`src/mnr_pkg.sv`:
```
// Shared types and constants for the magnetization renormalize pipeline.
// Every other file in src uses this package through scoped names.
package mnr_pkg;

  localparam int DW   = 24;          // component and ms width
  localparam int SW   = 2 * DW;      // sum of three squares
  localparam int QW   = DW + 16;     // isqrt(sum * 2^32), also rescale numerator
  localparam int RMW  = QW + 2;      // square-root remainder
  localparam int RB   = 18;          // ratio width, Q2.16
  localparam int FB   = 16;          // fraction bits of the ratio
  localparam int QB   = DW + 1;      // rescale quotient bits
  localparam int RW   = RB;          // rescale remainder

  localparam logic [1:0] MODE_CLAMP = 2'd0;
  localparam logic [1:0] MODE_RENORM = 2'd1;

  localparam logic [1:0] ST_KEEP  = 2'd0;
  localparam logic [1:0] ST_SCALE = 2'd1;
  localparam logic [1:0] ST_DRIFT = 2'd2;

  localparam logic       REG_MODE = 1'b0;
  localparam logic       REG_TOL  = 1'b1;

  localparam logic [RB-1:0] Q_ONE = RB'(1) << FB;

  typedef struct packed {
    logic signed [DW-1:0] mx;
    logic signed [DW-1:0] my;
    logic signed [DW-1:0] mz;
    logic signed [DW-1:0] ms;
  } in_item_t;

  typedef struct packed {
    logic signed [DW-1:0] mx_out;
    logic signed [DW-1:0] my_out;
    logic signed [DW-1:0] mz_out;
    logic [RB-1:0]        ratio;
    logic [1:0]           status;
  } out_item_t;

  typedef struct packed {
    in_item_t        vec;
    logic [SW-1:0]   s;
    logic [RMW-1:0]  rem;
    logic [QW-1:0]   root;
  } sqrt_t;

  typedef struct packed {
    in_item_t        vec;
    logic [RB-1:0]   ql;
    logic [DW-1:0]   rem;
    logic [RB-1:0]   r;
    logic            sat;
    logic            pos;
  } rdiv_t;

  typedef struct packed {
    logic [QB-1:0]   nl;
    logic [RW-1:0]   rem;
    logic [QB-1:0]   q;
    logic            ovf;
  } lane_t;

  typedef struct packed {
    in_item_t        vec;
    logic [RB-1:0]   r;
    logic [1:0]      status;
    logic            scale;
    lane_t [2:0]     lanes;
  } rsc_t;

  function automatic logic [DW-1:0] mag(input logic signed [DW-1:0] c);
    mag = c[DW-1] ? DW'(-c) : DW'(c);
  endfunction

endpackage

```
`src/mnr_div_cell.sv`:
```
// One cell of the ratio divider chain: one quotient bit of root / ms.
// Depends on mnr_pkg.
module mnr_div_cell (
  input  logic          clk,
  input  logic          rst,
  input  logic          v_i,
  input  mnr_pkg::rdiv_t d_i,
  output logic          rdy_o,
  output logic          v_o,
  output mnr_pkg::rdiv_t d_o,
  input  logic          rdy_i
);
  logic [mnr_pkg::DW:0] t, msu;
  logic                 take;
  mnr_pkg::rdiv_t       nxt;

  always_comb begin
    t    = {d_i.rem, d_i.ql[mnr_pkg::RB-1]};
    msu  = {1'b0, d_i.vec.ms};
    take = t >= msu;
    nxt     = d_i;
    nxt.ql  = {d_i.ql[mnr_pkg::RB-2:0], 1'b0};
    nxt.rem = take ? mnr_pkg::DW'(t - msu) : mnr_pkg::DW'(t);
    nxt.r   = {d_i.r[mnr_pkg::RB-2:0], take};
  end

  assign rdy_o = !v_o || rdy_i;

  always_ff @(posedge clk) begin
    if (rst) begin
      v_o <= 1'b0;
    end else if (rdy_o) begin
      v_o <= v_i;
    end
  end

  always_ff @(posedge clk) begin
    if (rdy_o && v_i) begin
      d_o <= nxt;
    end
  end
endmodule

```
`config.mk`:
```
export PLATFORM = sky130hd
export DESIGN_NAME = mnr_div_cell
export DESIGN_NICKNAME = d
export VERILOG_FILES = /design/src/mnr_pkg.sv /design/src/mnr_div_cell.sv
export SDC_FILE = /design/constraint.sdc
export NUM_CORES = 1
export LEC_CHECK = 0
export BUFFER_PORTS_ARGS = -buffer_cell sky130_fd_sc_hd__buf_2
export CAP_MARGIN = 25
export CORE_AREA = 2 2 127 129
export CTS_CLUSTER_DIAMETER = 150
export DETAILED_ROUTE_END_ITERATION = 6
export DIE_AREA = 0 0 129 131
export PLACE_DENSITY = 0.86
export SETUP_SLACK_MARGIN = 0.3
export SLEW_MARGIN = 10
export SYNTH_ARGS = -nofsm -noshare
export SYNTH_HDL_FRONTEND = slang
export SYNTH_SLANG_ARGS = --single-unit
```
`constraint.sdc`:
```
create_clock -name clk -period 11.9 [get_ports clk]
set_clock_uncertainty 0.2 [all_clocks]
set_input_delay 1.785 -clock clk [delete_from_list [all_inputs] [get_ports clk]]
set_output_delay 1.785 -clock clk [all_outputs]
set_load 0.02 [all_outputs]
```
Word-level counts from Yosys, hierarchy flattened
Cells that the tools add are included.
{ "op_classes": {"n_addsub": 1, "order_cmp": 1, "mux": 1, "n_reduce_logical": 3} }
{ "ops": {"columns": ["cell", "count"], "rows": [
  ["greater-or-equal comparator 25 x 24 -> 1 bit", 1],
  ["two-way mux 24 bit", 1],
  ["subtractor 24 bit", 1],
  ["logical AND 1 bit", 1],
  ["logical NOT 1 bit", 1],
  ["logical OR 1 bit", 1]
]} }
{ "word_totals": {"reg_bits": 158, "in_bits": 162, "wordCells": 16} }

Logic depth before layout (Yosys ltp)
{ "depth": {"word_depth": 3, "mapped_depth": 12} }

Least setup slack after synthesis
OpenSTA, ideal clock, no wires.
{ "synth_path": {"path_type": "input-to-reg", "start": "in rdy_i", "end": "reg d_o[0] (netlist name) (enable)", "setup_ns": 0.535, "arrival_ns": 5.677, "required_time_ns": 11.165, "path_slack_ns": 5.488, "path_stages": 2, "n_path_buf": 0, "cell_sequence": "nand2b_1 > and2_1"} }
{ "synth_via": {"elab_chain_len": 2} }
{ "synth_rtl": {"columns": ["item", "line", "source"], "rows": [
  ["start, declared", "mnr_div_cell.sv:11", "input logic rdy_i"],
  ["logical OR 1 bit", "mnr_div_cell.sv:27", "assign rdy_o = !v_o || rdy_i;"],
  ["logical AND 1 bit", "mnr_div_cell.sv:38", "if (rdy_o && v_i) begin"],
  ["end signal, assigned", "mnr_div_cell.sv:39", "d_o <= nxt;"],
  ["end, declared", "mnr_div_cell.sv:10", "output mnr_pkg::rdiv_t d_o,"]
]} }
No other way between the ends.
A chain may end at the register's enable or synchronous reset.

==> flow_summary.yaml <==
detailed_routing:
  routedWlPerCell_um: 19.99
  drc: 0
  route.vias.total: 5006
  routed_via_density: 5.031
  drt_iter0_markers: 339
  routed_wl_mm: 19.89
  dr.pass1.iters: 5
  antenna_left: 0
job:
  max_cap_violations: 0
finish:
  seq_area_um2: 4735
  drive_gt1_share_pct: 48.65
  areaGrowthSynthToFinish_pct: 35.68
  final_core_util_pct: 58.70
  layout.nets: 953
  multi_input_area_um2: 1768
  final.fill_count: 1284
  fin_cells: 995
  diodes: 0
yosys:
  synth.area.top_cells: "edfxtp_1 70%, ha_1 4.5%, inv_1 2.2%"
  synth_cells: 438
  yosysSeqAreaShare_pct: 70.17
  ys_types: 63
  synth_area_um2: 6748
  yosys.area.top_type: "edfxtp_1"
  yosys_warnings: 0
  synth_edf_count: 157
  synth_top_area_share_pct: 69.87
  syn_avg_cell_area_um2: 15.41
  ys_ff_latch: 158
  synthFlopType: "edfxtp_1"
  synthArstFlopShare_pct: 0
  syn_nets: 625
floorplanning:
  coreArea_um2: 15600
  dieArea_um2: 16900
  die_h_um: 131
  start_util_pct: 43.26
  io_pins: 322
  fp-row-count: 46
  die_w_um: 129
placed_design:
  portBuffers: 319
  gp_congestion: 0.9249
  place_hpwl_mm: 15.24
  dpl.cell_count: 962
clocking:
  cts_buffer_depth: 2
  cts_setup_buffers: 0
  cts.sinks: 158
  cts-hold-fix-buffers: 0
  clk_pin_slew_ps: 70
  htreeDepth: 4
  cts_tree: "done"
  clock_latency_ps: 420
  clockRootBuffer: "clkbuf_16"
  cts_buffers: 17
  post_cts_resized: 0
global_route:
  grt_max_degree: 88
  grt_pass1_vias: 4900
  antenna_found_initial: 1
  grtUsageMet1_pct: 25.72
  gr-max-usage-layer: "met2"
  use_met2_pct: 37.50
  overflow: 0
  grt_pass1_wl_mm: 27.61
  gr-usage-all-layers_pct: 22.23
  grtUsageMet3_pct: 8.713
worst_setup_path:
  slowest_delay_ps: 620
  path_max_fanout: 18
  crit_chain: "buf_2 > ha_1 > a21o_1 > a31oi_1 > a211oi_2 > a21oi_2 > o31a_1 > inv_6 > mux2_4"
  critical_path_class: "input pin to register"
  arrival_ps: 4650
  start_kind: "input pin"
  cp_data_required_time_ps: 11870
  critPathSlowestCell: "o31a_1"
  cp-end-kind: "register"
sta:
  hold_ws_ps: 349.1
  fin_setup_tns_ps: 0
  min_period_ps: 4675
  fmax_ghz: 0.2139
  min_period_over_period_pct: 39.29
  hold_viol: 0
  setup_violations: 0
  rsz0062_at_grt: "no"
  slew_headroom_pct: 38.07
  max_slew.worst_pin.slew_ps: 928.9
  slew_violations: 0
min_path:
  min_path_type: "register to register"
pwr:
  powerDensity_nw_per_um2: 159.5
  p_leak_nw: 3.973
  ir_worst_vdd_mv: 0.1178
run_status:
  status: "finished clean"
[cell usage in the layout (no fill, tap or decap), drive strengths merged, types with 7 or more instances in the layout]
cell | synthesis | routed
mux2 | 12 | 12
xnor2 | 10 | 10
buf | 9 | 321
nand2 | 16 | 16
a21oi | 23 | 23
edfxtp | 157 | 157
clkbuf | 3 | 17
o21ai | 14 | 14
nor2 | 17 | 17
inv | 40 | 49
o31ai | 7 | 7
ha | 24 | 24
nor3 | 9 | 9
[report_power, final]
group	internal, mW	switching, mW
registers	0.660	0.00875
clock network	0.300	0.247
logic	0.0910	0.153
total	1.05	0.409
[routing by layer]
layer  share of wire, %  wire, µm  vias to the layer above
met5              0.065        13                        -
met4                2.8       565                        2
met3                9.4      1866                       38
met2                 50      9940                      235
met1                 38      7500                     2382
li1                   -         -                     2349
[final timing paths]
check	depth (start not counted)	startpoint	slack, ps	end
min	2	v_o	350	v_o
min reg2reg	2	v_o	350	v_o
max	9	d_i[23]	7220	d_o[33]
max reg2reg	4	v_o	9360	d_o[154]
[critical path: cells and delay by family]
kind / cells / cell delay (ps)
multiplexers: 1 / 340
adder cells (fa/ha/maj): 1 / 370
buffers and inverters: 2 / 310
AO/OA/AOI/OAI: 5 / 1830
[Yosys cell counts, drive strengths merged, types with 3 or more instances]
cell	count
o21ai	14
ha	24
mux2i	4
nor2	17
nand2	16
clkbuf	3
a21o	4
mux2	12
or3	3
a21oi	23
nand4	6
a211oi	6
o21bai	4
nand3	5
edfxtp	157
a21boi	3
a31oi	4
o311ai	6
buf	9
and3	6
o31ai	7
inv	40
o211ai	4
nor3	9
o21a	6
o31a	3
xnor2	10
nor3b	3
[registers in the layout (all words and copies together), names as in the netlist]
name	flops
d_o	157
v_o	1
[per-stage QoR]
| stage | area, µm² | worst slack, ps | power [mW] |
|---|---|---|---|
| 2_1_floorplan | 6748 | 5488 | 0.8373 |
| 3_3_place_gp | 8532 | 6818 | 0.9188 |
| 3_5_place_dp | 8532 | 6851 | 0.9233 |
| 4_1_cts | 9128 | 7281 | 1.473 |
| 5_1_grt | 9155 | 7097 | 1.514 |
| 6_report | 9155 | 7225 | 1.460 |
[layout make-up]
class	instances	area share [%]
Clock buffer	17	4.647
Clock inverter	15	1.859
Inverter	40	1.695
Multi-Input combinational cell	228	19.31
Sequential cell	158	51.72
Tap cell	216	2.952
Timing Repair Buffer	321	17.82
[logic make-up (layout without fill, tap and decap cells)]
group                      after synthesis  count (layout)  synth area share (%)
AOI/OAI and AO/OA                       98              98                 11.24
buffers and inverters                   52             393                 3.671
and+or+nand+nor                         77              77                 5.878
xor gates and xnor gates                11              11                 1.428
adders and majority gates               25              25                 4.747
DFF                                    158             158                 70.17
other                                    1               1               0.05557
muxes                                   16              16                 2.819
Note: power is estimated with default switching activity, not from simulation.
