--- config.mk ---
export PLATFORM = sky130hd
export DESIGN_NAME = mnr_rsc_cell
export DESIGN_NICKNAME = d
export VERILOG_FILES = /design/src/mnr_pkg.sv /design/src/mnr_rsc_cell.sv
export SDC_FILE = /design/constraint.sdc
export NUM_CORES = 1
export LEC_CHECK = 0
export BUFFER_PORTS_ARGS = -buffer_cell sky130_fd_sc_hd__buf_2
export CAP_MARGIN = 30
export CELL_PAD_IN_SITES_DETAIL_PLACEMENT = 1
export CELL_PAD_IN_SITES_GLOBAL_PLACEMENT = 1
export CORE_AREA = 2 2 256 258
export CTS_BUF_LIST = sky130_fd_sc_hd__clkbuf_4
export DETAILED_ROUTE_END_ITERATION = 6
export DIE_AREA = 0 0 258 260
export GPL_ROUTABILITY_DRIVEN = 0
export PLACE_DENSITY_LB_ADDON = 0.1
export SYNTH_ARGS = -nofsm -noshare
export SYNTH_HDL_FRONTEND = slang
export SYNTH_SLANG_ARGS = --single-unit
--- constraint.sdc ---
create_clock -name clk -period 15.05 [get_ports clk]
set_clock_uncertainty 0.2 [all_clocks]
set_input_delay 2.2575 -clock clk [delete_from_list [all_inputs] [get_ports clk]]
set_output_delay 2.2575 -clock clk [all_outputs]
set_load 0.01 [all_outputs]
--- src/mnr_pkg.sv ---
// Shared types and constants for the magnetization renormalize pipeline.
// Every other file in src uses this package through scoped names.
package mnr_pkg;

  localparam int DW   = 24;          // component and ms width
  localparam int SW   = 2 * DW;      // sum of three squares
  localparam int QW   = DW + 16;     // isqrt(sum * 2^32), also rescale numerator
  localparam int RMW  = QW + 2;      // square-root remainder
  localparam int RB   = 18;          // ratio width, Q2.16
  localparam int FB   = 16;          // fraction bits of the ratio
  localparam int QB   = DW + 1;      // rescale quotient bits
  localparam int RW   = RB;          // rescale remainder

  localparam logic [1:0] MODE_CLAMP = 2'd0;
  localparam logic [1:0] MODE_RENORM = 2'd1;

  localparam logic [1:0] ST_KEEP  = 2'd0;
  localparam logic [1:0] ST_SCALE = 2'd1;
  localparam logic [1:0] ST_DRIFT = 2'd2;

  localparam logic       REG_MODE = 1'b0;
  localparam logic       REG_TOL  = 1'b1;

  localparam logic [RB-1:0] Q_ONE = RB'(1) << FB;

  typedef struct packed {
    logic signed [DW-1:0] mx;
    logic signed [DW-1:0] my;
    logic signed [DW-1:0] mz;
    logic signed [DW-1:0] ms;
  } in_item_t;

  typedef struct packed {
    logic signed [DW-1:0] mx_out;
    logic signed [DW-1:0] my_out;
    logic signed [DW-1:0] mz_out;
    logic [RB-1:0]        ratio;
    logic [1:0]           status;
  } out_item_t;

  typedef struct packed {
    in_item_t        vec;
    logic [SW-1:0]   s;
    logic [RMW-1:0]  rem;
    logic [QW-1:0]   root;
  } sqrt_t;

  typedef struct packed {
    in_item_t        vec;
    logic [RB-1:0]   ql;
    logic [DW-1:0]   rem;
    logic [RB-1:0]   r;
    logic            sat;
    logic            pos;
  } rdiv_t;

  typedef struct packed {
    logic [QB-1:0]   nl;
    logic [RW-1:0]   rem;
    logic [QB-1:0]   q;
    logic            ovf;
  } lane_t;

  typedef struct packed {
    in_item_t        vec;
    logic [RB-1:0]   r;
    logic [1:0]      status;
    logic            scale;
    lane_t [2:0]     lanes;
  } rsc_t;

  function automatic logic [DW-1:0] mag(input logic signed [DW-1:0] c);
    mag = c[DW-1] ? DW'(-c) : DW'(c);
  endfunction

endpackage

--- src/mnr_rsc_cell.sv ---
// One cell of the rescale chain: one quotient bit for each of the three
// components divided by the ratio. Depends on mnr_pkg.
module mnr_rsc_cell (
  input  logic         clk,
  input  logic         rst,
  input  logic         v_i,
  input  mnr_pkg::rsc_t d_i,
  output logic         rdy_o,
  output logic         v_o,
  output mnr_pkg::rsc_t d_o,
  input  logic         rdy_i
);
  logic [mnr_pkg::RW:0] t [3];
  logic [mnr_pkg::RW:0] ru;
  logic [2:0]           take;
  mnr_pkg::rsc_t        nxt;

  always_comb begin
    ru  = {1'b0, d_i.r};
    nxt = d_i;
    for (int k = 0; k < 3; k++) begin
      t[k]    = {d_i.lanes[k].rem, d_i.lanes[k].nl[mnr_pkg::QB-1]};
      take[k] = t[k] >= ru;
      nxt.lanes[k].nl  = {d_i.lanes[k].nl[mnr_pkg::QB-2:0], 1'b0};
      nxt.lanes[k].rem = take[k] ? mnr_pkg::RW'(t[k] - ru) : mnr_pkg::RW'(t[k]);
      nxt.lanes[k].q   = {d_i.lanes[k].q[mnr_pkg::QB-2:0], take[k]};
    end
  end

  assign rdy_o = !v_o || rdy_i;

  always_ff @(posedge clk) begin
    if (rst) begin
      v_o <= 1'b0;
    end else if (rdy_o) begin
      v_o <= v_i;
    end
  end

  always_ff @(posedge clk) begin
    if (rdy_o && v_i) begin
      d_o <= nxt;
    end
  end
endmodule

; ---- Word level (Yosys, flattened, before mapping)
; Cells that the tools add are included.
; W data, S select, Z words.
[op_classes]
add_sub_neg = 3
n_lt_le_gt_ge = 3
n_mux = 3
n_reduce_logical = 3
[ops]
columns = operator, count
row1 = $ge A19 B18 Y1, 3
row2 = $mux W18, 3
row3 = $sub A18 B18 Y18, 3
row4 = $logic_and A1 B1 Y1, 1
row5 = $logic_not A1 Y1, 1
row6 = $logic_or A1 B1 Y1, 1
[word_totals]
ff_bits = 322
in_bits = 328
output_inout_bits = 326
wordCells = 32

; ---- Depth between registers and ports, before layout
; Gate-level depths: netlist (run 1).
[depth]
depth_word = 3
mapped_depth = 11
ltp_nobuf = 10

; ---- Worst setup path after synthesis (run 1)
; OpenSTA, ideal clock, no wires.
[synth_path]
kind = input to register
from = input port rdy_i
to = register d_o[0] (netlist name), enable pin
setup_time_ns = 0.725
arrival_time_ns = 9.758
required_ns = 14.125
path_slack_ns = 4.366
cell_stages = 2
n_path_buf = 0
path_cell_list = nand2b_1 > and2_1
[synth_between]
elab_chain_cells = 2
[synth_rtl]
columns = item, line
row1 = "start, declared", mnr_rsc_cell.sv:11  ; input logic rdy_i
row2 = $logic_or A1 B1 Y1, mnr_rsc_cell.sv:30  ; assign rdy_o = !v_o || rdy_i;
row3 = $logic_and A1 B1 Y1, mnr_rsc_cell.sv:41  ; if (rdy_o && v_i) begin
row4 = "end signal, assigned", mnr_rsc_cell.sv:42  ; d_o <= nxt;
row5 = "end, declared", mnr_rsc_cell.sv:10  ; output mnr_pkg::rsc_t d_o,
; No other way between the ends.
; A chain may end at the register's enable or synchronous reset.

; ---- Worst setup path after layout (run 1)
[layout_path]
from = input port rdy_i
to = output port rdy_o
[layout_between]
elab_chain_cells = 1
[layout_rtl]
columns = item, line
row1 = $logic_or A1 B1 Y1, mnr_rsc_cell.sv:30
row2 = "end, declared", mnr_rsc_cell.sv:8  ; output logic rdy_o,
; No other way between the ends.

==> out/qor.csv, run 1 <==
stage,metric,value,unit
power_and_ir_drop,power_switching,0.617,mW
die,dieWidth,258,um
cells_and_area,final_cell_mix,"buf_2, edfxtp_1, clkbuf_4",
cells_and_area,syn_to_final_growth,41.8,%
timing,period_minus_slack,5.16,ns
logic_synthesis,async_flop_share,0,%
power_and_ir_drop,pwr-share-clk,36.6,%
logic_synthesis,ys_types,65,
worst_setup_path,end_kind,output pin,
global_routing,grt_pass1_vias,10800,
power_and_ir_drop,power,2.26,mW
logic_synthesis,yosys_warnings,0,
route,drtPass1Iterations,4,
route,wl_met1,18300,um
status,status,completed,
worst_setup_path,r2r_slack,12.14,ns
clock_tree,clock-root-buffer,clkbuf_4,
logic_synthesis,synth_ff_type,edfxtp_1,
global_routing,grt_pass1_wl,72500,um
clock_tree,cts_setup_buffers,0,
cells_and_area,final_area,0.0189,sq mm
clock_tree,clk_pin_slew,0.06,ns
logic_synthesis,synth_area,0.0133,sq mm
timing,worst_pin_slew,0.951,ns
die,core-area,0.0641,sq mm
worst_setup_path,startpoint_type,input port,
logic_synthesis,ys_seq_elements,322,
route,num_vias,10000,
power_and_ir_drop,power_density,120,mW/mm^2
clock_tree,cts_resized,0,
global_routing,antenna_found_initial,22,
power_and_ir_drop,p_leak,8.12,nW
cells_and_area,mostFrequentLayoutCell,buf_2,
route,detail-route-antenna-nets,0,
worst_setup_path,worstSetupPathType,input port to output pin,
timing,finalHoldViolCount,0,
placed_design,dpl.hpwl,41400,um
clock_tree,cts_tree,done,
clock_tree,numCtsBuffers,94,
worst_setup_path,slowest_delay,0.18,ns
logic_synthesis,yosysSeqAreaShare,72.6,%
die,dieArea,0.0671,sq mm
route,top_layer_used,met5,
cells_and_area,drive_above_1_share,52.8,%
timing,relSlewSlack,36.6,%
cells_and_area,final_util,29.4,%
route,totalWireLength,51600,um
die,rows,93,
clock_tree,cts_hold_buf,0,
timing,setup_tns,0,ns
logic_synthesis,avgSynthCellArea,16.2,sq um
logic_synthesis,synth-edff-count,321,
clock_tree,clkSinkCount,322,
worst_setup_path,crit_chain,buf_2 -> nand2b_1 -> buf_2,
global_routing,track_usage,14.9,%
route,wl_met3,3880,um
logic_synthesis,synthCells,821,
timing,setup_violations,0,
worst_setup_path,cp_slowest_cell,nand2b_1,
route,via_per_inst,4.03,
power_and_ir_drop,seq_power_share,47.7,%
worst_setup_path,worst_ep_arrival_time,2.70,ns
route,routedWlPerCell,20.8,um
clock_tree,cts_buffer_depth,3,
flow_run,max-cap-violations,0,
worst_setup_path,cpMostUsedCell,buf_2,
die,start_util,20.7,%
route,drcViolationCount,0,
die,boundaryPins,654,
cells_and_area,nNetsFinal,1940,
placed_design,post_dp_cell_area,0.0176,sq mm
global_routing,grt_max_degree,70,
timing,fin_crit_sh,34.3,%
timing,rsz0062_at_grt,false,
route,initialDrtViolationCount,416,
die,die_h,260,um
timing,fmax,194,MHz
route,wl_met2,28100,um
hold_path,hold_class,flop to flop,
timing,slew_viol_final,0,
global_routing,grt_overflow,0,
power_and_ir_drop,pwr-share-comb,15.6,%
placed_design,numPortBuffers,647,
clock_tree,clock_latency,0.80,ns
clock_tree,cts_max_level,3,
worst_setup_path,crit_fanout,3,
power_and_ir_drop,ir_drop,0.0542,mV
power_and_ir_drop,p_int,1.65,mW
power_and_ir_drop,swShare,27.2,%
worst_setup_path,crit_required,12.59,ns
worst max-delay path, delay by kind of cell:
family | cells | cell delay, ns
AND/OR/NAND/NOR | 1 | 0.18
buffers and inverters | 2 | 0.26
flip-flops by register name, summed over array words and instances (netlist names):
signal and count:
d_o 321, v_o 1
synth_stat cells, types with 3 or more instances:
master / instances / area share [%]
edfxtp_1: 321 / 72
ha_1: 54 / 5.1
a21oi_1: 43 / 1.6
inv_1: 39 / 1.1
nand2_1: 34 / 0.96
mux2_2: 32 / 2.7
nor2_1: 29 / 0.82
o21ai_0: 22 / 0.83
nand3_1: 21 / 0.79
xor2_1: 20 / 1.3
a21o_1: 18 / 1.0
xnor2_1: 17 / 1.1
a31oi_1: 11 / 0.52
nor3_1: 11 / 0.41
o21a_1: 9 / 0.51
o31ai_1: 9 / 0.51
mux2_4: 8 / 0.90
nand4_1: 8 / 0.38
o211ai_1: 8 / 0.45
a211oi_1: 7 / 0.40
nand2b_1: 7 / 0.33
and2_1: 6 / 0.28
clkbuf_1: 6 / 0.17
buf_2: 5 / 0.19
buf_4: 5 / 0.28
and3_1: 4 / 0.19
mux2i_1: 4 / 0.30
nand3b_1: 4 / 0.23
a211o_1: 3 / 0.20
a21boi_0: 3 / 0.17
and3b_1: 3 / 0.20
fa_1: 3 / 0.45
o31a_1: 3 / 0.20
per-layer routing:
layer	vias to the layer above	GRT usage [%]
met5	-	0
met4	14	5.06
met3	105	5.72
met2	385	27.6
met1	4807	15.2
li1	4718	-
layout make-up:
cell class | instances | area [sq um]
Fill cell | 7177 | 45300
Sequential cell | 322 | 9660
Multi-Input combinational cell | 442 | 3390
Timing Repair Buffer | 655 | 3380
Tap cell | 855 | 1070
Clock buffer | 142 | 1070
Inverter | 40 | 153
Clock inverter | 19 | 113
Antenna cell | 12 | 30.0
through the flow:
| step | setup WS, ns | instances | hold slack [ns] |
|---|---|---|---|
| 2_1_floorplan | 4.37 | 823 | 0.393 |
| 3_3_place_gp | 9.24 | 2310 | 0.306 |
| 3_5_place_dp | 9.25 | 2313 | 0.344 |
| 4_1_cts | 9.91 | 2474 | 0.355 |
| 5_1_grt | 9.89 | 2483 | 0.376 |
| 6_report | 9.89 | 2487 | 0.377 |
logic make-up after synthesis:
group / Yosys count / share of synthesized area (%)
AO/OA/AOI/OAI: 162 / 8.24
buffers and inverters: 59 / 1.99
AND/OR/NAND/NOR: 139 / 5.23
XOR/XNOR: 37 / 2.44
flip-flops: 322 / 72.6
adder cells (fa/ha/maj): 57 / 5.53
other: 1 / 0.0282
multiplexers: 44 / 3.91
final timing paths:
path,start,endpoint,cells after the start
min,v_o,v_o,2
max,rdy_i,rdy_o,3
min reg2reg,v_o,v_o,2
max reg2reg,v_o,d_o[15],6
power by group through the flow:
stage               combinational [mW]  sequential (mW)  clock (mW)
floorplan                        0.153             1.15           0
global placement                 0.356             1.10           0
detailed placement               0.361             1.10           0
CTS                              0.363             1.08       0.880
global route                     0.392             1.09       0.923
finish                           0.354             1.08       0.829
No activity file was read; power rests on OpenSTA's default activity.
==> inputs of run 2 (changes only) <==
--- a/config.mk
+++ b/config.mk
@@ -9,10 +9,10 @@
 export CAP_MARGIN = 30
 export CELL_PAD_IN_SITES_DETAIL_PLACEMENT = 1
 export CELL_PAD_IN_SITES_GLOBAL_PLACEMENT = 1
-export CORE_AREA = 2 2 256 258
+export CORE_AREA = 2 2 254 256
 export CTS_BUF_LIST = sky130_fd_sc_hd__clkbuf_4
 export DETAILED_ROUTE_END_ITERATION = 6
-export DIE_AREA = 0 0 258 260
+export DIE_AREA = 0 0 256 258
 export GPL_ROUTABILITY_DRIVEN = 0
 export PLACE_DENSITY_LB_ADDON = 0.1
 export SYNTH_ARGS = -nofsm -noshare
==> constraint.sdc (replaced) <==
create_clock -name clk -period 4.35 [get_ports clk]
set_clock_uncertainty 0.2 [all_clocks]
set_input_delay 0.6525 -clock clk [delete_from_list [all_inputs] [get_ports clk]]
set_output_delay 0.6525 -clock clk [all_outputs]
set_load 0.01 [all_outputs]
==> run 2 against run 1 <==
Compared with the run above: sequential cell count unchanged; setup slack got worse by 9.1 ns; cell count increased by 13%; via count increased by 12%; largest power group unchanged; cell area increased by 17%; core utilization increased by 5.2 points.
==> out/qor.csv, run 2 (synthesis results as in run 1) <==
stage,metric,value,unit,change
status,status,completed,,
power_and_ir_drop,p_leak,9.44,nW,+16%
worst_setup_path,crit_fanout,14,,+11
clock_tree,clkSinkCount,322,,unchanged
clock_tree,cts_resized,0,,unchanged
hold_path,hold_path_depth,4,,+2
global_routing,grt_pass1_vias,12500,,+16%
cells_and_area,mostFrequentLayoutCell,buf_2,,
route,via_per_inst,4.02,,-0.24%
die,core-area,0.0636,sq mm,-0.73%
route,initialDrtViolationCount,397,,-4.6%
worst_setup_path,cp_slowest_cell,dlygate4sd3_1,,
worst_setup_path,worst_ep_arrival_time,3.88,ns,+1.18 ns
power_and_ir_drop,power_switching,2.19,mW,+260%
route,wl_met1,20700,um,+13%
cells_and_area,final_cell_mix,"buf_2, edfxtp_1, dlygate4sd3_1",,
power_and_ir_drop,ir_drop,0.152,mV,+180%
timing,relSlewSlack,48.0,%,+11 points
worst_setup_path,startpoint_type,input port,,
power_and_ir_drop,swShare,27.4,%,+0.17 points
worst_setup_path,crit_required,4.68,ns,-7.91 ns
route,top_layer_used,met5,,
clock_tree,numCtsBuffers,95,,+1.1%
global_routing,grt_overflow,0,,unchanged
worst_setup_path,critPathTopFamily,compound AO/OA/AOI/OAI gates,,
timing,fin_crit_sh,81.6,%,
clock_tree,cts_max_level,3,,unchanged
die,dieWidth,256,um,-0.78%
route,wl_met3,3120,um,-19%
cells_and_area,nNetsFinal,2267,,+17%
die,boundaryPins,654,,unchanged
cells_and_area,final_area,0.0220,sq mm,+17%
power_and_ir_drop,power,7.99,mW,+250%
die,rows,93,,unchanged
cells_and_area,largest_register,d_o,,
worst_setup_path,crit_chain,dlygate4sd3_1 -> buf_2 -> inv_1 -> ha_1 -> a21o_1 -> a221o_1 -> o21bai_2 -> a31o_2 -> and2_1 -> buf_12 -> mux2_2,,
power_and_ir_drop,pwr-share-clk,34.6,%,-2.0 points
cells_and_area,top_regs,"d_o x321, v_o x1",,
worst_setup_path,end_kind,flop,,
cells_and_area,multi_input_area,0.00339,sq mm,unchanged
timing,slew_viol_final,0,,unchanged
timing,setup_violations,0,,unchanged
worst_setup_path,r2r_slack,2.30,ns,-9.84 ns
clock_tree,cts_tree,done,,
cells_and_area,final_util,34.6,%,+5.2 points
clock_tree,cts_buffer_depth,3,,unchanged
worst_setup_path,slowest_delay,0.54,ns,+0.36 ns
global_routing,grt_max_degree,56,,-20%
die,die_h,258,um,-0.77%
placed_design,numPortBuffers,647,,unchanged
route,drcViolationCount,0,,unchanged
cells_and_area,layout.area.seq,0.00966,sq mm,unchanged
worst_setup_path,reg2reg_depth,3,,-3
clock_tree,clock-root-buffer,clkbuf_4,,
clock_tree,clk_pin_slew,0.06,ns,about the same
cells_and_area,largest_reg_flops,321,,unchanged
timing,rsz0062_at_grt,false,,
die,dieArea,0.0660,sq mm,-1.5%
flow_run,max-cap-violations,0,,unchanged
timing,period_minus_slack,3.55,ns,
route,drtPass1Iterations,4,,unchanged
route,wl_met2,28200,um,+0.51%
global_routing,antenna_found_initial,5,,-77%
hold_path,hold_class,input port to flop,,
timing,setup_tns,0,ns,unchanged
global_routing,track_usage,15.8,%,+0.96 points
worst_setup_path,crit_buf_inv,4,,+2
placed_design,dpl.hpwl,40900,um,-1.2%
cells_and_area,drive_above_1_share,43.8,%,-9.0 points
clock_tree,clock_latency,0.78,ns,-0.02 ns
worst_setup_path,cp_num_cells,11,,+8
route,num_vias,11300,,+12%
global_routing,grt_pass1_wl,78400,um,+8.1%
timing,holdWs,0.234,ns,-0.143 ns
timing,fmax,282,MHz,
route,detail-route-antenna-nets,0,,unchanged
worst_setup_path,worstSetupPathType,input port to flop,,
power_and_ir_drop,seq_power_share,46.8,%,-0.9 points
power_and_ir_drop,pwr-share-comb,18.6,%,+3.0 points
timing,worst_pin_slew,0.771,ns,-0.179 ns
power_and_ir_drop,power_density,363,mW/mm^2,+200%
cells_and_area,n_fill_cell,7134,,-0.60%
die,start_util,20.9,%,+0.15 points
cells_and_area,syn_to_final_growth,65.6,%,
power_and_ir_drop,p_int,5.80,mW,+250%
route,routedWlPerCell,19.1,um,-7.8%
placed_design,post_dp_cell_area,0.0177,sq mm,+0.53%
route,totalWireLength,53600,um,+3.8%
timing,finalHoldViolCount,0,,unchanged
run 2: cell count changes in the layout (fill, tap and decap cells not counted), sizes merged:
cell         change
buf              +6
clkbuf           -9
clkinv           +2
clkinvlp         +2
diode            -9
dlygate4sd3    +320
run 2: worst paths after layout:
check / from / end
hold reg to reg: v_o / d_o[37]
hold / removal: d_i[181] / d_o[139]
setup / recovery: d_i[215] / d_o[168]
setup reg to reg: v_o / d_o[79]
run 2: timing repair:
action                                  4_1_cts  5_1_grt
setup buffers                                 0        0
endpoints found under the setup margin        0        0
hold endpoints to repair                    319        0
hold buffers                                320        0
run 2: power by group through the flow:
| stage | Sequential (mW) | Combinational (mW) | Clock, mW |
|---|---|---|---|
| global placement | 3.80 | 1.26 | 0 |
| CTS | 3.74 | 1.52 | 2.93 |
| floorplan | 3.94 | 0.530 | 0 |
| detailed placement | 3.81 | 1.27 | 0 |
| finish | 3.74 | 1.49 | 2.76 |
| global route | 3.76 | 1.63 | 3.05 |
run 2: area by class of cell:
type	instances	share of cell area, %
inverters	40	0.693
repair buffers	981	30.2
diodes	3	0.0341
clock buffers	133	4.53
flip-flops and latches	322	43.9
multi-input cells	442	15.4
clock inverters	23	0.472
well taps	855	4.86
run 2: worst register-to-register path, stage by stage (launching register included):
cell and delay (ns):
dfxtp_1 0.32, nand2b_1 0.11, and2_4 0.65, buf_12 0.38
run 2: per-layer routing:
| layer | vias up | track usage [%] |
|---|---|---|
| li1 | 5354 | - |
| met5 | - | 0 |
| met1 | 5412 | 17.4 |
| met2 | 378 | 28.8 |
| met3 | 112 | 4.27 |
| met4 | 4 | 6.47 |
run 2: stage by stage:
stage,instances,setup slack (ns)
after floorplan,823,0.599
after global placement,2320,0.596
after detailed placement,2320,0.551
after CTS,2796,0.912
after global routing,2798,0.785
final,2799,0.799
