[config.mk]
export PLATFORM = sky130hd
export DESIGN_NAME = mnr_sqrt_cell
export DESIGN_NICKNAME = d
export VERILOG_FILES = /design/src/mnr_pkg.sv /design/src/mnr_sqrt_cell.sv
export SDC_FILE = /design/constraint.sdc
export NUM_CORES = 1
export LEC_CHECK = 0
export BUFFER_PORTS_ARGS = -buffer_cell sky130_fd_sc_hd__clkbuf_2
export CAP_MARGIN = 20
export CORE_AREA = 2 2 179 181
export DETAILED_ROUTE_END_ITERATION = 6
export DIE_AREA = 0 0 181 183
export SLEW_MARGIN = 20
export SYNTH_ARGS = -nofsm -noshare
export SYNTH_HDL_FRONTEND = slang
export SYNTH_SLANG_ARGS = --single-unit
[constraint.sdc]
create_clock -name clk -period 6.16 [get_ports clk]
set_input_delay 0.308 -clock clk [delete_from_list [all_inputs] [get_ports clk]]
set_output_delay 0.308 -clock clk [all_outputs]
set_load 0.005 [all_outputs]
[src/mnr_pkg.sv]
// Shared types and constants for the magnetization renormalize pipeline.
// Every other file in src uses this package through scoped names.
package mnr_pkg;

  localparam int DW   = 24;          // component and ms width
  localparam int SW   = 2 * DW;      // sum of three squares
  localparam int QW   = DW + 16;     // isqrt(sum * 2^32), also rescale numerator
  localparam int RMW  = QW + 2;      // square-root remainder
  localparam int RB   = 18;          // ratio width, Q2.16
  localparam int FB   = 16;          // fraction bits of the ratio
  localparam int QB   = DW + 1;      // rescale quotient bits
  localparam int RW   = RB;          // rescale remainder

  localparam logic [1:0] MODE_CLAMP = 2'd0;
  localparam logic [1:0] MODE_RENORM = 2'd1;

  localparam logic [1:0] ST_KEEP  = 2'd0;
  localparam logic [1:0] ST_SCALE = 2'd1;
  localparam logic [1:0] ST_DRIFT = 2'd2;

  localparam logic       REG_MODE = 1'b0;
  localparam logic       REG_TOL  = 1'b1;

  localparam logic [RB-1:0] Q_ONE = RB'(1) << FB;

  typedef struct packed {
    logic signed [DW-1:0] mx;
    logic signed [DW-1:0] my;
    logic signed [DW-1:0] mz;
    logic signed [DW-1:0] ms;
  } in_item_t;

  typedef struct packed {
    logic signed [DW-1:0] mx_out;
    logic signed [DW-1:0] my_out;
    logic signed [DW-1:0] mz_out;
    logic [RB-1:0]        ratio;
    logic [1:0]           status;
  } out_item_t;

  typedef struct packed {
    in_item_t        vec;
    logic [SW-1:0]   s;
    logic [RMW-1:0]  rem;
    logic [QW-1:0]   root;
  } sqrt_t;

  typedef struct packed {
    in_item_t        vec;
    logic [RB-1:0]   ql;
    logic [DW-1:0]   rem;
    logic [RB-1:0]   r;
    logic            sat;
    logic            pos;
  } rdiv_t;

  typedef struct packed {
    logic [QB-1:0]   nl;
    logic [RW-1:0]   rem;
    logic [QB-1:0]   q;
    logic            ovf;
  } lane_t;

  typedef struct packed {
    in_item_t        vec;
    logic [RB-1:0]   r;
    logic [1:0]      status;
    logic            scale;
    lane_t [2:0]     lanes;
  } rsc_t;

  function automatic logic [DW-1:0] mag(input logic signed [DW-1:0] c);
    mag = c[DW-1] ? DW'(-c) : DW'(c);
  endfunction

endpackage

[src/mnr_sqrt_cell.sv]
// One cell of the square-root chain: settles one root bit per transfer.
// Depends on mnr_pkg.
module mnr_sqrt_cell (
  input  logic          clk,
  input  logic          rst,
  input  logic          v_i,
  input  mnr_pkg::sqrt_t d_i,
  output logic          rdy_o,
  output logic          v_o,
  output mnr_pkg::sqrt_t d_o,
  input  logic          rdy_i
);
  logic [mnr_pkg::RMW-1:0] t_rem, trial;
  logic                    take;
  mnr_pkg::sqrt_t          nxt;

  always_comb begin
    t_rem = {d_i.rem[mnr_pkg::RMW-3:0], d_i.s[mnr_pkg::SW-1 -: 2]};
    trial = {d_i.root, 2'b01};
    take  = t_rem >= trial;
    nxt      = d_i;
    nxt.s    = {d_i.s[mnr_pkg::SW-3:0], 2'b00};
    nxt.rem  = take ? t_rem - trial : t_rem;
    nxt.root = {d_i.root[mnr_pkg::QW-2:0], take};
  end

  assign rdy_o = !v_o || rdy_i;

  always_ff @(posedge clk) begin
    if (rst) begin
      v_o <= 1'b0;
    end else if (rdy_o) begin
      v_o <= v_i;
    end
  end

  always_ff @(posedge clk) begin
    if (rdy_o && v_i) begin
      d_o <= nxt;
    end
  end
endmodule

# Yosys cells after proc, flatten, opt, wreduce, memory -nomap -nowiden
# Index checks and enable logic that the tools add are counted.
classes:
  muxes: 1
  n_reduce_logical: 3
  n_lt_le_gt_ge: 1
  addsub: 1
op_table:
  columns: ["cell", "n"]
  rows:
  - ["$ge 42x42->1", 1]
  - ["$mux 42", 1]
  - ["$sub 42x42->42", 1]
  - ["$logic_and 1x1->1", 1]
  - ["$logic_not 1->1", 1]
  - ["$logic_or 1x1->1", 1]
word_totals:
  input_bits: 230
  word_cells: 14
  out_inout_bits: 228
  ff_bits: 225

# Longest topological paths before layout
# Gate-level depths: netlist (run 1).
logic_depth:
  ltp_word: 3
  mapped_depth: 14

# Least setup slack after synthesis (run 1)
# Ideal clock, no wire load.
synth_path:
  path_type: "input port to flip-flop"
  start: "in rdy_i"
  end: "reg d_o[0] (netlist name) (enable)"
  setup_ps: 613
  n_path_buf: 0
  cell_stages: 2
  t_arrival_ps: 5575
  path_slack_ps: -28
  path_cell_list: "nand2b_1 -> and2_1"
synth_via:
  elab_chain_cells: 2
synth_rtl:
  columns: ["item", "line", "rtl"]
  rows:
  - ["start, declared", "mnr_sqrt_cell.sv:11", "input logic rdy_i"]
  - ["$logic_or 1x1->1", "mnr_sqrt_cell.sv:27", "assign rdy_o = !v_o || rdy_i;"]
  - ["$logic_and 1x1->1", "mnr_sqrt_cell.sv:38", "if (rdy_o && v_i) begin"]
  - ["end signal, assigned", "mnr_sqrt_cell.sv:39", "d_o <= nxt;"]
  - ["end, declared", "mnr_sqrt_cell.sv:10", "output mnr_pkg::sqrt_t d_o,"]
# No other way between the ends.
# A chain may end at the register's enable or synchronous reset.

==> results of run 1 <==
through the flow:
stage	hold slack, ns	setup slack (ns)	instances
2_1_floorplan	0.377	2.50	720
3_3_place_gp	0.483	2.14	1552
3_5_place_dp	0.479	2.08	1552
4_1_cts	0.00171	2.09	1777
5_1_grt	0.0119	1.91	1779
6_report	0.0167	2.06	1780
layout make-up:
type | count | share of cell area (%)
flip-flops and latches | 225 | 44.5
repair buffers | 636 | 27.1
multi-input cells | 412 | 18.3
clock buffers | 31 | 4.28
well taps | 402 | 3.32
inverters | 58 | 1.45
clock inverters | 13 | 1.03
diodes | 3 | 0.0495
kinds of logic after synthesis:
family,share of synthesized area [%]
DFF,68.4
AOI/OAI and AO/OA,11.9
and+or+nand+nor,7.24
buffers and inverters,3.62
adders and majority gates,5.33
xor gates and xnor gates,3.20
muxes,0.304
other,0.0380
sequential cells by signal (all words and copies together), names as in the netlist:
name / count
d_o: 224
v_o: 1
final timing paths:
path / end / slack (ns) / from / depth (start not counted)
worst max-delay path: d_o[81] / 2.06 / d_i[0] / 13
worst max register to register: d_o[105] / 3.90 / v_o / 3
worst min-delay path: d_o[15] / 0.02 / d_i[14] / 1
worst min register to register: d_o[169] / 1.11 / v_o / 2
power breakdown:
part	switching [mW]	internal [mW]	total (mW)	leakage, nW
Sequential	0.0316	1.82	1.85	2.18
Combinational	0.383	0.332	0.714	4.19
Clock	0.608	0.873	1.48	0.380
Total	1.02	3.03	4.05	6.75
per-layer routing:
layer / vias up / share of wire [%]
li1: 3959 / -
met1: 3932 / 38
met2: 360 / 50
met3: 77 / 7.6
met4: 4 / 4.6
met5: - / 0.081
placed cells by master (no fill, tap or decap), drive strengths merged, types with 15 or more instances in the layout:
| cell | instances |
|---|---|
| clkbuf | 484 |
| edfxtp | 224 |
| dlygate4sd3 | 181 |
| inv | 58 |
| o21ai | 57 |
| nand2 | 54 |
| a21oi | 51 |
| ha | 42 |
| nor2 | 29 |
| a21o | 26 |
| xnor2 | 23 |
| nand4 | 15 |
what timing repair did:
item,CTS,global route
hold endpoints to repair,180,0
hold buffers,181,0
setup buffers,0,0
critical path, delay by kind of cell:
family                   cells  cell delay [ns]
AO/OA/AOI/OAI                5             1.73
buffers and inverters        4             0.90
AND/OR/NAND/NOR              2             0.68
multiplexers                 1             0.35
adder cells (fa/ha/maj)      1             0.33
==> out/qor.yml, run 1 <==
port-buffer-count: 453
slew_viol_final: 0
power_density_nw_per_um2: 267
regArea_um2: 6750
clock_insertion_delay_worst_skew_ns: 0.52
deepest_clock_path_buffer_count: 3
placeable_area_um2: 31200
synth_largest_type_area_fraction_pct: 68.2
synthTopCellsByArea: "edfxtp_1 (68%), ha_1 (5.3%), a21oi_1 (2.6%)"
finalHoldViolations: 0
synth_enable_flop_cells: 224
drt_drc_violations_left: 0
min_path_type: "in2reg"
max-cap-violations: 0
ys.warnings.count: 0
critical-path-max-stage-delay_ns: 0.53
area_delta_synth_final_pct: 53.6
cts.sink_count: 225
period_share_pct: 66.5
detail_route.iter0.violations: 440
multiInputGateArea_um2: 2770
overflow: 0
crit_path_cell_chain: "dlygate4sd3_1 > clkbuf_2 > inv_1 > ha_1 > nor2b_1 > o31a_1 > o31a_4 > a311oi_4 > o21ai_1 > a2111o_1 > nand2_4 > inv_4 > mux2_4"
antenna_found_initial: 4
rsz_0062_raised_after_global_routing: "false"
drt_pre_antenna_iters: 5
worst_ep_arrival_time_ns: 4.37
drtAntennaViolNets: 0
gpl.final_weighted_congestion: 0.848
post_synth_inst_count: 719
clk_pin_slew_worst_paths_ns: 0.06
post-synth-top-count-cell: "edfxtp_1"
final.setup_skew_ns: 0.0112
floorplan.die.width_um: 181
placement_rows: 65
drt-wirelength-per-cell_um: 19.4
ys_seq_elements: 225
finalSetupTns_ns: 0
final_cell_area_um2: 15200
dr_total_vias: 8332
timing.fmax_ghz: 0.244
cts_inserted_buffers: 25
global_route.usage.met2_pct: 35.0
critical_path.slowest_cell: "dlygate4sd3_1"
max-vdd-ir-drop_v: 0.000175
avgViaCountPerCell: 4.68
finalWorstPathRequiredPeriod_ns: 4.10
htree_num_levels: 1
vias_in_the_first_global_route: 8522
seq_total_area_yosys_pct: 68.4
synth.top_cells.by_count: "edfxtp_1 (224), inv_1 (57), nand2_1 (53)"
startpoint_type: "input port"
worst-setup-path-type: "in2reg"
critical_path_peak_fanout: 69
synth_area_leader_cell: "edfxtp_1"
asyncSetResetFlopFracSynth_pct: 0
post_detailed_placement_cell_area_um2: 12500
detail_route.wirelength_um: 34600
slew-limit-headroom_pct: 48.7
gr-usage-all-layers_pct: 19.7
maximum_number_of_pins_on_one_net_before_global_route_repair: 110
layout.nets: 1630
floorplan.die_area_um2: 33100
tightest_slew_ns: 0.770
synth_area_um2: 9860
final_layout_size_suffix_gt1_share_pct: 36.7
post-layout-total-power_mw: 4.05
mapped_avg_cell_area_um2: 13.7
crit_path_end_kind: "flop"
netlist-cell-type-count: 59
power_leakage_nw: 6.75
grt-busiest-layer: "met2"
dieHeight_um: 183
library_cell_used_as_clock_root_buffer: "clkbuf_16"
io_pins: 458
layout.core_utilization_pct: 48.5
finalSetupViolations: 0
detailedPlacementHpwl_um: 24900
grt_util_met1_pct: 22.1
run_status: "finished, final reports clean"
start_util_pct: 31.6
global_route.usage.met3_pct: 5.26
first_pass_grt_wire_length_um: 49700
synth_ff_type: "edfxtp_1"
n_fill_cell: 2804
cts_repair_resize_count: 0
cts_tree: "yes"
worstPathRequired_ns: 6.43
(Power assumes the default switching activity.)
==> run 2: changes to the inputs <==
==> constraint.sdc (replaced) <==
create_clock -name clk -period 3.3 [get_ports clk]
set_input_delay 0.165 -clock clk [delete_from_list [all_inputs] [get_ports clk]]
set_output_delay 0.165 -clock clk [all_outputs]
set_load 0.005 [all_outputs]
==> out/qor.yml, run 2 (synthesized netlist as in run 1, its figures left out) <==
run_status: "finished, final reports clean"
top_regs: "d_o: 224 flops, v_o: 1 flops"
slew-limit-headroom_pct: 56.7
cts.sink_count: 225
crit_path_end_kind: "flop"
rrSetupSlack_ns: 1.50
dr_total_vias: 8598
timing.fmax_ghz: 0.316
floorplan.die.width_um: 181
holdPathEnd: "d_o[66]"
power_leakage_nw: 7.17
final_layout_size_suffix_gt1_share_pct: 37.6
placeable_area_um2: 31200
worst_ep_arrival_time_ns: 3.54
clk_pin_slew_worst_paths_ns: 0.06
min_path_type: "in2reg"
startpoint_type: "input port"
slew_viol_final: 0
finalWorstPathRequiredPeriod_ns: 3.16
detail_route.iter0.violations: 545
detailedPlacementHpwl_um: 26100
worstPathRequired_ns: 3.67
drtAntennaViolNets: 0
cts_post_setup_buffers_inserted: 0
rsz_0062_raised_after_global_routing: "false"
maximum_number_of_pins_on_one_net_before_global_route_repair: 114
n_fill_cell: 2699
registers.top_by_ff_count: "d_o"
first_pass_grt_wire_length_um: 52200
port-buffer-count: 453
cts_inserted_buffers: 27
rr_startpoint: "v_o"
final_cell_mix: "clkbuf_2 (453), edfxtp_1 (224), dlygate4sd3_1 (220), inv_1 (57), nand2_1 (53)"
power_frac_comb_pct: 17.8
tightest_slew_ns: 0.649
antenna_found_initial: 8
sw_frac_of_total_pct: 25.1
layout.nets: 1702
hp-start: "d_i[64]"
power_density_nw_per_um2: 508
max-vdd-ir-drop_v: 0.000390
final.setup_skew_ns: 0.00719
p_int_mw: 6.08
rr_endpoint: "d_o[63]"
placement_rows: 65
htree_num_levels: 1
max-cap-violations: 0
avgViaCountPerCell: 4.63
clock_power_share_pct: 39.6
largest_register_ff_count: 224
finalSetupViolations: 0
drt_pre_antenna_iters: 4
library_cell_used_as_clock_root_buffer: "clkbuf_16"
rr_worst_depth: 3
deepest_clock_path_buffer_count: 3
hold-path-cell-count: 3
io_pins: 458
sequentialPowerShare_pct: 42.6
period_share_pct: 95.9
gr-usage-all-layers_pct: 20.7
layout_commonest_cell: "clkbuf_2"
finalHoldViolations: 0
drt-wirelength-per-cell_um: 19.3
post_route_hold_slack_ns: 0.0167
start_util_pct: 31.6
floorplan.die_area_um2: 33100
dieHeight_um: 183
worst-setup-path-type: "in2reg"
critical_path_peak_fanout: 4
finalSetupTns_ns: 0
detail_route.wirelength_um: 35900
drt_drc_violations_left: 0
overflow: 0
layout.core_utilization_pct: 51.2
total_switching_power_mw: 2.04
area_delta_synth_final_pct: 62.1
cts_tree: "yes"
clock_insertion_delay_worst_skew_ns: 0.55
vias_in_the_first_global_route: 8822
gpl.final_weighted_congestion: 0.833
-- run 2: cell count changes in the layout (fill, tap and decap cells not counted), sizes merged --
cell and change:
buf +31, bufinv +1, clkbuf +8, clkinv -2, clkinvlp -3, diode +3
dlygate4sd3 +39, inv +1
-- run 2: worst max-delay path by stage --
stage                start  endpoint  slack (ns)  cells after the start
finish              d_i[1]   d_o[75]        0.14                     15
global route        d_i[5]   d_o[44]        0.01                     15
detailed placement  d_i[6]   d_o[79]        0.13                     13
floorplan           d_i[0]   d_o[46]        0.51                     11
global placement    d_i[6]   d_o[79]        0.15                     13
CTS                 d_i[6]   d_o[79]        0.18                     14
-- run 2: timing repair --
action / CTS / global route
hold endpoints to repair: 219 / 0
endpoints found under the setup margin: 0 / 3
hold buffers: 220 / 0
gates resized for setup: 0 / 2
-- run 2: layer usage --
metal | up-vias | wire (um) | global-route usage [%]
met5 | - | 28 | 0
met4 | 4 | 1880 | 9.56
met3 | 85 | 2520 | 5.96
met2 | 361 | 17300 | 35.6
met1 | 4035 | 14100 | 24.0
li1 | 4113 | - | -
-- run 2: cell type report --
cell class	instances	area [um^2]	area share, %
flip-flops and latches	225	6750	42.2
repair buffers	706	4770	29.8
multi-input cells	412	2780	17.4
clock buffers	39	791	4.94
well taps	402	503	3.15
inverters	58	220	1.38
clock inverters	10	171	1.07
diodes	6	15.0	0.0939
-- run 2: per-stage QoR --
stage / cell area [um^2] / instances / worst slack, ns / power (mW)
final: 16000 / 1858 / 0.135 / 8.12
after global routing: 16000 / 1856 / 0.0143 / 8.46
after CTS: 16000 / 1852 / 0.179 / 8.19
after detailed placement: 12800 / 1583 / 0.135 / 4.74
after global placement: 12800 / 1583 / 0.153 / 4.72
after floorplan: 9870 / 720 / 0.510 / 4.14
-- run 2: worst max-delay path, cell delays in order --
cell,delay [ns]
dlygate4sd3_1,0.52
clkbuf_2,0.11
inv_1,0.06
ha_1,0.34
o21a_1,0.21
a2bb2oi_1,0.16
buf_4,0.17
a21oi_1,0.23
o211ai_1,0.25
a21oi_1,0.30
o31ai_1,0.13
buf_4,0.16
a2111oi_0,0.40
a31oi_1,0.08
a31oi_1,0.23
-- run 2: power by group through the flow --
stage | Clock [mW] | Sequential (mW) | Combinational [mW]
global route | 3.40 | 3.47 | 1.59
detailed placement | 0 | 3.51 | 1.23
floorplan | 0 | 3.54 | 0.593
global placement | 0 | 3.51 | 1.21
CTS | 3.28 | 3.46 | 1.46
finish | 3.22 | 3.46 | 1.45
==> run 3: changes to the inputs <==
--- a/config.mk
+++ b/config.mk
@@ -10,6 +10,7 @@
 export CORE_AREA = 2 2 179 181
 export DETAILED_ROUTE_END_ITERATION = 6
 export DIE_AREA = 0 0 181 183
+export GPL_TIMING_DRIVEN = 0
 export SLEW_MARGIN = 20
 export SYNTH_ARGS = -nofsm -noshare
 export SYNTH_HDL_FRONTEND = slang
==> out/qor.yml, run 3 (synthesized netlist as in run 1, its figures left out) <==
run_status: "finished, final reports clean"
avgViaCountPerCell: 4.66
first_pass_grt_wire_length_um: 52700
worst-setup-path-type: "in2reg"
post_detailed_placement_cell_area_um2: 12700
largest_register_ff_count: 224
tightest_slew_ns: 0.498
htree_num_levels: 1
antenna_found_initial: 6
worst_setup_path_startpoint: "d_i[51]"
worst_setup_path_endpoint: "d_o[81]"
critical_path_peak_fanout: 7
detail_route.iter0.violations: 536
floorplan.die_area_um2: 33100
io_pins: 458
power_density_nw_per_um2: 497
top_regs: "d_o: 224 flops, v_o: 1 flops"
final_layout_size_suffix_gt1_share_pct: 36.5
cts_tree: "yes"
placeable_area_um2: 31200
worstPathRequired_ns: 3.58
slew_viol_final: 0
finalSetupTns_ns: 0
drt_pre_antenna_iters: 5
final.setup_skew_ns: 0.00787
clk_pin_slew_worst_paths_ns: 0.06
post-place-ws_ns: -0.337
gr-usage-all-layers_pct: 20.8
drtAntennaViolNets: 0
area_delta_synth_final_pct: 61.3
detail_route.wirelength_um: 36000
max-vdd-ir-drop_v: 0.000375
detailedPlacementHpwl_um: 26300
drt_drc_violations_left: 0
power_leakage_nw: 7.07
max-cap-violations: 0
setup_slack_ns: 0.115
startpoint_type: "input port"
finalWorstPathRequiredPeriod_ns: 3.19
layout_commonest_cell: "clkbuf_2"
placement_rows: 65
post_route_hold_slack_ns: 0.0386
cts.sink_count: 225
rr_endpoint: "d_o[98]"
layout.nets: 1697
gpl.final_weighted_congestion: 0.823
worst_ep_arrival_time_ns: 3.47
start_util_pct: 31.6
finalHoldViolations: 0
registers.top_by_ff_count: "d_o"
overflow: 0
maximum_number_of_pins_on_one_net_before_global_route_repair: 59
timing.fmax_ghz: 0.314
drt-wirelength-per-cell_um: 19.4
rsz_0062_raised_after_global_routing: "true"
cts_inserted_buffers: 26
met2_length_um: 17800
deepest_clock_path_buffer_count: 3
finalSetupViolations: 0
placed_cells_incl_taps: 1579
dr_total_vias: 8638
port-buffer-count: 453
final_cell_mix: "clkbuf_2 (454), edfxtp_1 (224), dlygate4sd3_1 (221), inv_1 (57), nand2_1 (53)"
final_cell_area_um2: 15900
routed_length_on_met1_um: 13800
slew-limit-headroom_pct: 66.5
amount_of_wire_on_met3_after_detailed_routing_um: 3020
rrSetupSlack_ns: 1.21
dr.max_layer_used: "met5"
crit_path_end_kind: "flop"
floorplan.die.width_um: 181
min_path_type: "in2reg"
stdcell_count: 1852
dieHeight_um: 183
rr_worst_depth: 5
clock_insertion_delay_worst_skew_ns: 0.53
rr_startpoint: "v_o"
period_share_pct: 96.5
library_cell_used_as_clock_root_buffer: "clkbuf_16"
vias_in_the_first_global_route: 8899
==> run 3: power breakdown <==
group	internal [mW]	leakage [nW]	switching, mW	total (mW)
clock	1.81	0.431	1.20	3.01
sequential	3.40	2.18	0.0565	3.46
combinational	0.684	4.46	0.756	1.44
total	5.89	7.07	2.02	7.91
==> run 3: per-stage QoR <==
step | utilization (%) | total power [mW]
6_report | 50.9 | 7.91
5_1_grt | 50.9 | 8.24
4_1_cts | 50.7 | 7.97
3_5_place_dp | 40.8 | 4.72
3_3_place_gp | 40.5 | 4.69
2_1_floorplan | - | 4.14
==> run 3: final cells by class <==
| cell class | instances | area, um^2 |
|---|---|---|
| antenna | 7 | 17.5 |
| buffer | 24 | 135 |
| clock buffer | 30 | 687 |
| clock inverter | 16 | 200 |
| fill | 2778 | 15300 |
| inverter | 58 | 220 |
| multi-input combinational | 412 | 2810 |
| sequential | 225 | 6750 |
| tap | 402 | 503 |
| timing repair buffer | 678 | 4590 |
==> run 3: how the worst min path moves through the flow <==
| stage | start | endpoint | cells after the start |
|---|---|---|---|
| finish | d_i[64] | d_o[66] | 3 |
| global route | d_i[64] | d_o[66] | 3 |
| CTS | d_i[64] | d_o[66] | 3 |
| detailed placement | d_i[197] | d_o[197] | 1 |
| global placement | d_i[158] | d_o[158] | 1 |
| floorplan | rst | v_o | 1 |
==> run 3: worst max-delay path, cell delays in order <==
cell and delay, ns:
dlygate4sd3_1 0.55, clkbuf_2 0.12, ha_1 0.26, clkbuf_1 0.24, nand2_1 0.14, o21ai_0 0.36
inv_1 0.10, a311oi_2 0.41, o31ai_2 0.19, o21ai_0 0.36, o22ai_1 0.15, xnor2_1 0.15
mux2_4 0.26
==> run 3: per-layer routing <==
layer  vias to the layer above  global-route usage, %
met3                        73                   5.80
li1                       4102                      -
met4                         2                   7.15
met1                      4092                   23.9
met5                         -                      0
met2                       369                   37.4
==> run 3: what timing repair did <==
action / 4_1_cts / 5_1_grt
hold endpoints to repair: 220 / 0
gates resized for setup: 0 / 9
hold buffers: 221 / 0
setup buffers: 0 / 0
setup endpoints to repair: 0 / 42
